**src/rtl/scd_pkg.sv**
```systemverilog
package scd_pkg;

   localparam int ENTRIES = 8;
   localparam int IDX_W   = (ENTRIES > 1) ? $clog2(ENTRIES) : 1;
   localparam int CNT_W   = $clog2(ENTRIES + 1);

   localparam logic [31:0] STAMP_ALL_ONES = 32'hFFFF_FFFF;

   localparam logic [1:0] CMD_LOOKUP = 2'd0;
   localparam logic [1:0] CMD_INSERT = 2'd1;
   localparam logic [1:0] CMD_INVAL  = 2'd2;

   // one directory entry as seen on the read port
   typedef struct packed {
      logic        valid;
      logic        drive;
      logic [31:0] sector;
      logic [31:0] stamp;
   } scd_ent_type;

   // write-back request; tag_we also marks the entry valid
   typedef struct packed {
      logic             tag_we;
      logic             stamp_we;
      logic [IDX_W-1:0] idx;
      logic             drive;
      logic [31:0]      sector;
      logic [31:0]      stamp;
   } scd_wr_type;

   typedef struct packed {
      logic             en;
      logic [IDX_W-1:0] idx;
   } scd_clr_type;

endpackage

```
**src/rtl/sector_cache_lru_directory_unit.sv**
```systemverilog
// Tag directory of a fully associative sector cache with LRU replacement by
// access stamps. Each word on req_ is a lookup, an insert or a range
// invalidate; each gives exactly one word on rsp_. An item walks every entry
// of the tag store through its single read port, one entry per cycle, then
// writes back. One item is handled at a time: the next word is taken only in
// the idle state after write-back. req_ready is high only while no item is
// in the walk; a finished result waits in the rsp_ register and the next
// item may already be taken meanwhile. Write-back only stalls if the
// previous result has not yet been taken.
module sector_cache_lru_directory_unit import scd_pkg::*; (
   input  logic        clock,
   input  logic        reset,
   input  logic        req_valid,
   output logic        req_ready,
   input  logic [1:0]  req_cmd,
   input  logic        req_drive,
   input  logic [31:0] req_sector,
   input  logic [7:0]  req_count,
   output logic        rsp_valid,
   input  logic        rsp_ready,
   output logic        rsp_hit,
   output logic [2:0]  rsp_slot,
   output logic [3:0]  rsp_invalidated_count
);

   typedef enum logic [1:0] {ST_IDLE, ST_SCAN, ST_COMMIT} state_type;

   state_type        state_ff, state_in;
   logic [1:0]       cmd_ff, cmd_in;
   logic             drive_ff, drive_in;
   logic [31:0]      sector_ff, sector_in;
   logic [31:0]      top_ff, top_in;
   logic [CNT_W-1:0] scan_idx_ff, scan_idx_in;
   logic             chk_vld_ff, chk_vld_in;
   logic [IDX_W-1:0] chk_idx_ff, chk_idx_in;
   logic             found_ff, found_in;
   logic [IDX_W-1:0] found_idx_ff, found_idx_in;
   logic             old_found_ff, old_found_in;
   logic [IDX_W-1:0] old_idx_ff, old_idx_in;
   logic [31:0]      old_stamp_ff, old_stamp_in;
   logic [3:0]       clr_cnt_ff, clr_cnt_in;
   logic [31:0]      counter_ff, counter_in;
   logic             rsp_valid_ff, rsp_valid_in;
   logic             rsp_hit_ff, rsp_hit_in;
   logic [2:0]       rsp_slot_ff, rsp_slot_in;
   logic [3:0]       rsp_inv_ff, rsp_inv_in;

   scd_ent_type ent;
   scd_wr_type  wr;
   scd_clr_type clr;
   logic        rd_en;
   logic        issue;
   logic        tag_eq;
   logic        in_range;
   logic [31:0] counter_inc;

   scd_store u_store (
      .clock  (clock),
      .reset  (reset),
      .rd_en  (rd_en),
      .rd_idx (scan_idx_ff[IDX_W-1:0]),
      .rd_ent (ent),
      .wr     (wr),
      .clr    (clr)
   );

   assign issue       = (state_ff == ST_SCAN) && (scan_idx_ff != CNT_W'(ENTRIES));
   assign rd_en       = issue;
   assign counter_inc = counter_ff + 32'd1;
   assign tag_eq      = ent.valid && (ent.drive == drive_ff) && (ent.sector == sector_ff);
   assign in_range    = ent.valid && (ent.drive == drive_ff) &&
                        (ent.sector >= sector_ff) && (ent.sector < top_ff);

   assign req_ready             = (state_ff == ST_IDLE);
   assign rsp_valid             = rsp_valid_ff;
   assign rsp_hit               = rsp_hit_ff;
   assign rsp_slot              = rsp_slot_ff;
   assign rsp_invalidated_count = rsp_inv_ff;

   always_comb begin
      state_in     = state_ff;
      cmd_in       = cmd_ff;
      drive_in     = drive_ff;
      sector_in    = sector_ff;
      top_in       = top_ff;
      scan_idx_in  = scan_idx_ff;
      chk_vld_in   = 1'b0;
      chk_idx_in   = scan_idx_ff[IDX_W-1:0];
      found_in     = found_ff;
      found_idx_in = found_idx_ff;
      old_found_in = old_found_ff;
      old_idx_in   = old_idx_ff;
      old_stamp_in = old_stamp_ff;
      clr_cnt_in   = clr_cnt_ff;
      counter_in   = counter_ff;
      rsp_valid_in = rsp_valid_ff && !rsp_ready;
      rsp_hit_in   = rsp_hit_ff;
      rsp_slot_in  = rsp_slot_ff;
      rsp_inv_in   = rsp_inv_ff;
      wr           = '0;
      clr          = '0;

      case (state_ff)
         ST_IDLE: begin
            if (req_valid) begin
               cmd_in       = req_cmd;
               drive_in     = req_drive;
               sector_in    = req_sector;
               top_in       = req_sector + 32'(req_count);
               scan_idx_in  = '0;
               found_in     = 1'b0;
               old_found_in = 1'b0;
               old_stamp_in = STAMP_ALL_ONES;
               clr_cnt_in   = '0;
               state_in     = ST_SCAN;
            end
         end

         ST_SCAN: begin
            if (issue) begin
               scan_idx_in = scan_idx_ff + CNT_W'(1);
               chk_vld_in  = 1'b1;
            end else begin
               state_in = ST_COMMIT;
            end
            // read data of the previous cycle's address
            if (chk_vld_ff) begin
               case (cmd_ff)
                  CMD_LOOKUP: begin
                     if (!found_ff && tag_eq) begin
                        found_in     = 1'b1;
                        found_idx_in = chk_idx_ff;
                     end
                  end
                  CMD_INSERT: begin
                     if (!found_ff && !ent.valid) begin
                        found_in     = 1'b1;
                        found_idx_in = chk_idx_ff;
                     end
                     if (ent.valid && (ent.stamp < old_stamp_ff)) begin
                        old_found_in = 1'b1;
                        old_idx_in   = chk_idx_ff;
                        old_stamp_in = ent.stamp;
                     end
                  end
                  CMD_INVAL: begin
                     if (in_range) begin
                        clr.en  = 1'b1;
                        clr.idx = chk_idx_ff;
                        if (clr_cnt_ff != 4'hF) begin
                           clr_cnt_in = clr_cnt_ff + 4'd1;
                        end
                     end
                  end
                  default: begin
                  end
               endcase
            end
         end

         ST_COMMIT: begin
            if (!rsp_valid_ff || rsp_ready) begin
               rsp_valid_in = 1'b1;
               rsp_hit_in   = 1'b0;
               rsp_slot_in  = '0;
               rsp_inv_in   = '0;
               state_in     = ST_IDLE;
               case (cmd_ff)
                  CMD_LOOKUP: begin
                     if (found_ff) begin
                        wr.stamp_we = 1'b1;
                        wr.idx      = found_idx_ff;
                        wr.stamp    = counter_inc;
                        counter_in  = counter_inc;
                        rsp_hit_in  = 1'b1;
                        rsp_slot_in = 3'(found_idx_ff);
                     end
                  end
                  CMD_INSERT: begin
                     // first free entry, else oldest stamp below all-ones
                     if (found_ff || old_found_ff) begin
                        wr.tag_we   = 1'b1;
                        wr.stamp_we = 1'b1;
                        wr.idx      = found_ff ? found_idx_ff : old_idx_ff;
                        wr.drive    = drive_ff;
                        wr.sector   = sector_ff;
                        wr.stamp    = counter_inc;
                        counter_in  = counter_inc;
                        rsp_hit_in  = 1'b1;
                        rsp_slot_in = 3'(found_ff ? found_idx_ff : old_idx_ff);
                     end
                  end
                  CMD_INVAL: begin
                     rsp_inv_in = clr_cnt_ff;
                  end
                  default: begin
                  end
               endcase
            end
         end

         default: begin
            state_in = ST_IDLE;
         end
      endcase
   end

   always_ff @(posedge clock) begin
      if (reset) begin
         state_ff     <= ST_IDLE;
         chk_vld_ff   <= 1'b0;
         counter_ff   <= '0;
         rsp_valid_ff <= 1'b0;
      end else begin
         state_ff     <= state_in;
         chk_vld_ff   <= chk_vld_in;
         counter_ff   <= counter_in;
         rsp_valid_ff <= rsp_valid_in;
      end
      cmd_ff       <= cmd_in;
      drive_ff     <= drive_in;
      sector_ff    <= sector_in;
      top_ff       <= top_in;
      scan_idx_ff  <= scan_idx_in;
      chk_idx_ff   <= chk_idx_in;
      found_ff     <= found_in;
      found_idx_ff <= found_idx_in;
      old_found_ff <= old_found_in;
      old_idx_ff   <= old_idx_in;
      old_stamp_ff <= old_stamp_in;
      clr_cnt_ff   <= clr_cnt_in;
      rsp_hit_ff   <= rsp_hit_in;
      rsp_slot_ff  <= rsp_slot_in;
      rsp_inv_ff   <= rsp_inv_in;
   end

   // a result still waiting holds the write-back back
   a_commit_stall: assert property (@(posedge clock) disable iff (reset)
      (state_ff == ST_COMMIT) && rsp_valid_ff && !rsp_ready |=> (state_ff == ST_COMMIT))
      else $error("write-back overran a waiting result");

   // the stamp counter moves only on write-back
   a_counter_commit: assert property (@(posedge clock) disable iff (reset)
      !$past(reset) && !$stable(counter_ff) |-> $past(state_ff == ST_COMMIT))
      else $error("stamp counter moved outside write-back");

   // check stage trails the read address by exactly one entry
   a_chk_trails: assert property (@(posedge clock) disable iff (reset)
      chk_vld_ff |-> (CNT_W'(chk_idx_ff) + CNT_W'(1) == scan_idx_ff))
      else $error("check stage out of step with read address");

   // no read-back during write-back, so no forwarding is needed
   a_no_rw_overlap: assert property (@(posedge clock) disable iff (reset)
      (wr.tag_we || wr.stamp_we) |-> !rd_en && !chk_vld_ff)
      else $error("store written while a walk is in flight");

endmodule

```
**src/rtl/scd_store.sv**
```systemverilog
module scd_store import scd_pkg::*; (
   input  logic             clock,
   input  logic             reset,
   input  logic             rd_en,
   input  logic [IDX_W-1:0] rd_idx,
   output scd_ent_type      rd_ent,
   input  scd_wr_type       wr,
   input  scd_clr_type      clr
);

   logic [32:0]        tag_mem   [ENTRIES];
   logic [31:0]        stamp_mem [ENTRIES];
   logic [ENTRIES-1:0] valid_ff;

   logic [32:0] rd_tag_ff;
   logic [31:0] rd_stamp_ff;
   logic        rd_valid_ff;

   // tag and stamp stores: one write, one registered read per cycle
   always_ff @(posedge clock) begin
      if (wr.tag_we) begin
         tag_mem[wr.idx] <= {wr.drive, wr.sector};
      end
      if (wr.stamp_we) begin
         stamp_mem[wr.idx] <= wr.stamp;
      end
      if (rd_en) begin
         rd_tag_ff   <= tag_mem[rd_idx];
         rd_stamp_ff <= stamp_mem[rd_idx];
         rd_valid_ff <= valid_ff[rd_idx];
      end
   end

   // valid bits gate every use of the stores, so those need no clearing
   always_ff @(posedge clock) begin
      if (reset) begin
         valid_ff <= '0;
      end else begin
         if (clr.en) begin
            valid_ff[clr.idx] <= 1'b0;
         end
         if (wr.tag_we) begin
            valid_ff[wr.idx] <= 1'b1;
         end
      end
   end

   assign rd_ent.valid  = rd_valid_ff;
   assign rd_ent.drive  = rd_tag_ff[32];
   assign rd_ent.sector = rd_tag_ff[31:0];
   assign rd_ent.stamp  = rd_stamp_ff;

endmodule

```
**config.mk**
```make
export PLATFORM = sky130hd
export DESIGN_NAME = sector_cache_lru_directory_unit
export DESIGN_NICKNAME = d
export VERILOG_FILES = /design/src/rtl/scd_pkg.sv /design/src/rtl/sector_cache_lru_directory_unit.sv /design/src/rtl/scd_store.sv
export SDC_FILE = /design/constraint.sdc
export NUM_CORES = 1
export LEC_CHECK = 0
export BUFFER_PORTS_ARGS = -buffer_cell sky130_fd_sc_hd__buf_4
export CORE_MARGIN = 4
export CORE_UTILIZATION = 61
export DETAILED_ROUTE_END_ITERATION = 12
export PLACE_DENSITY_LB_ADDON = 0.08
export SLEW_MARGIN = 20
export SYNTH_ARGS = -nofsm -noshare
export SYNTH_HDL_FRONTEND = slang
export SYNTH_HIERARCHICAL = 1
export SYNTH_SLANG_ARGS = --single-unit
```
**constraint.sdc**
```tcl
create_clock -name clock -period 13.73 [get_ports clock]
set_clock_uncertainty 0.1 [all_clocks]
set_input_delay 0.6865 -clock clock [delete_from_list [all_inputs] [get_ports clock]]
set_output_delay 0.6865 -clock clock [all_outputs]
set_load 0.02 [all_outputs]
```
==> metrics <==
Syn Inst Count 1895; largest family of logic cells by synthesized area multiplexers; post-synthesis xor/xnor area fraction 1.95%; Worst Setup End Kind register; status complete, no violations; Area contributors post-synth edfxtp_1, mux4_2, ha_1; initial cell density of the core 61.9%; Max-cap violations 0; CTS tree built; Die H 237 µm; GRT Residual Overflow 0; Synth top area share 66.6%; worst hold margin 0.177 ns; Worst VDD drop 0.0833 mV; crit share post-route 29.9%; DRT iter0 DRCs 1558; Tmin final 4.10 ns; # IOs 57; CTS buffer count 76; final setup fails 0; average size of a mapped cell 16.9 µm²; Pre-antenna DRT Iters 7; Vias/cell 6.03; Hold Path Sink cmd_ff[0]$_DFFE_PP_; H-tree levels 3; Bufs on Longest Clock Path 3; Synth cell types 63; syn nets 2049; DP HPWL 38900 µm; P per Cell Area 137 nW/µm²; Tot GR Track Use 23.2%; Yosys warning total 6; post-synthesis cell area 32000 µm²; routability cong. 0.812; Post CTS Setup Buffer Count 0; Synth area leader edfxtp_1; pin count of the biggest net entering global routing 138; reg2reg path depth 10; Synth Area in Simple Gates 6.75%; Final #Nets 2147; dominant cell by count in the synthesized netlist edfxtp_1; worst reg2reg setup slack 9.63 ns; Worst EP required 14.08 ns; multiplexer area fraction after synthesis 11.7%; area grow syn2layout 11.8%; Slew Limit Fails 0; DRC errors left 0; Vias 16500; Die Span X 237 µm; crit path kind register to register; core outline area 51600 µm²; CTS resizes 0; Synth Area in Compound Gates 3.14%; Post-synth ARST share 0%; FF-to-FF End u_store/valid_ff[7]$_SDFF_PP0_; RSZ-0062 raised after global routing no; I/O Buffers 56; Critical Path Fanout Max 5; fraction of layout cells with a size suffix above 1 20.8%; Root Buffer clkbuf_16; Die Area 56100 µm²; CTS clk-pin slew, worst paths 0.06 ns; flops & latches, synth 756; Post-synth EDFFs 709; cts hold-fix bufs 0; Antenna Nets Post-Route 0; WL per Instance 23.4 µm; first-pass GRT wire length 99300 µm; worst hold path depth 1; setup_tns 0 ns; Post-synth top flop edfxtp_1; most instantiated cells after synthesis edfxtp_1, mux4_2, inv_1, ha_1, nor2_1; initial antenna violation count 0; min-delay src req_cmd[0]; Worst Path Arrival 4.45 ns; worst rel slew slack 23.3%; Fin. Hold Viols 0; HP Class primary input to register; Critical Path Start Type register; Leak 0.0120 µW; Highest Clock Rate 244 MHz; site row count 83; Clock Latency Late Sink 0.60 ns; Synth Area in Adders 4.21%; Worst Max-Slew Pin Slew 1.14 ns; vias in the first global route 16900; reg2reg start u_store/rd_tag_ff[23]$_DFFE_PP_; clock sinks 756; sequential-to-total area share from yosys stat 69.6%; final WL 64000 µm
## routing by layer
metal  up-vias  track usage [%]  part of all wire, %
li1       7481                -                    -
met1      8405             35.1                   45
met2       500             36.1                   47
met3        89             3.77                  6.6
met4         0             5.75                  1.8
met5         -                0                    0
## worst max path at each step
stage / startpoint / to / slack (ns) / cells past startpoint
finish: u_store/rd_tag_ff[23]$_DFFE_PP_ / u_store/valid_ff[7]$_SDFF_PP0_ / 9.63 / 10
global route: u_store/rd_tag_ff[23]$_DFFE_PP_ / u_store/valid_ff[4]$_SDFF_PP0_ / 9.36 / 10
CTS: scan_idx_ff[0]$_SDFFCE_PN0P_ / u_store/rd_stamp_ff[19]$_DFFE_PP_ / 9.50 / 5
detailed placement: scan_idx_ff[0]$_SDFFCE_PN0P_ / u_store/rd_stamp_ff[6]$_DFFE_PP_ / 9.52 / 5
global placement: scan_idx_ff[0]$_SDFFCE_PN0P_ / u_store/rd_tag_ff[4]$_DFFE_PP_ / 9.54 / 5
floorplan: u_store/rd_stamp_ff[13]$_DFFE_PP_ / old_found_ff$_DFFE_PP_ / 9.04 / 6
## state kept, by name, indices dropped and copies added (netlist names), 8 cells and up
register             count
u_store/valid_ff         8
u_store/rd_stamp_ff     32
u_store/stamp_mem      256
old_stamp_ff            32
top_ff                  32
counter_ff              32
sector_ff               32
u_store/rd_tag_ff       33
u_store/tag_mem        264
## placed cells by master (no fill, tap or decap), types with 11 or more instances in the layout
cell       synthesis  routed
edfxtp_1         709     709
mux4_2           132     132
inv_1            128     126
ha_1             106     106
buf_4              1      80
clkbuf_16          0      79
nor2_1            81      75
a21oi_1           75      75
mux2_2            66      66
nand2_1           63      62
nand2b_1          47      47
dfxtp_1           47      47
o21ai_0           46      46
xnor2_1           45      45
and2_1            43      43
nand3_1           28      28
xor2_1            26      26
or3_1             26      26
nor3_1            27      25
clkinv_1           1      19
nand4_1           18      18
clkbuf_1          37      16
nor3_2             9      11
clkinv_2           0      11
## stage by stage
| step | utilization [%] | power [µW] | area [µm²] | cells | setup slack (ns) |
|---|---|---|---|---|---|
| after global routing | 69.2 | 5080 | 35700 | 2730 | 9.36 |
| after floorplan | - | 2870 | 32000 | 1895 | 9.04 |
| after global placement | 64.2 | 2960 | 33100 | 2587 | 9.54 |
| final | 69.2 | 4890 | 35700 | 2731 | 9.63 |
| after detailed placement | 64.5 | 2970 | 33300 | 2592 | 9.52 |
| after CTS | 69.1 | 4930 | 35600 | 2727 | 9.50 |
## report_power, final
part | switching, µW | total (µW) | internal [µW]
registers | 26.0 | 2580 | 2550
clock network | 824 | 1980 | 1150
logic | 192 | 336 | 144
## cell type report
type / count / area [µm²]
flip-flops and latches: 756 / 22200
fillers: 3309 / 15900
multi-input cells: 940 / 8950
clock buffers: 97 / 2060
repair buffers: 90 / 852
well taps: 680 / 851
inverters: 129 / 484
clock inverters: 38 / 304
diodes: 1 / 2.50
## kinds of logic after synthesis
logic type      Yosys count
compound gates          169
xor+xnor                 71
fa+ha+maj               107
buf+inv                 199
flops                   756
mux                     200
simple gates            393
## worst max-delay path, stage by stage (launching register included)
cell       delay, ns
edfxtp_1        0.46
ha_1            0.33
and4_1          0.25
nor4bb_1        0.98
nand4_1         0.50
o2111ai_1       0.26
o2111ai_1       0.31
nor2_1          0.37
nand2_1         0.12
o21ai_0         0.20
a21oi_1         0.09
(Power assumes the default switching activity.)
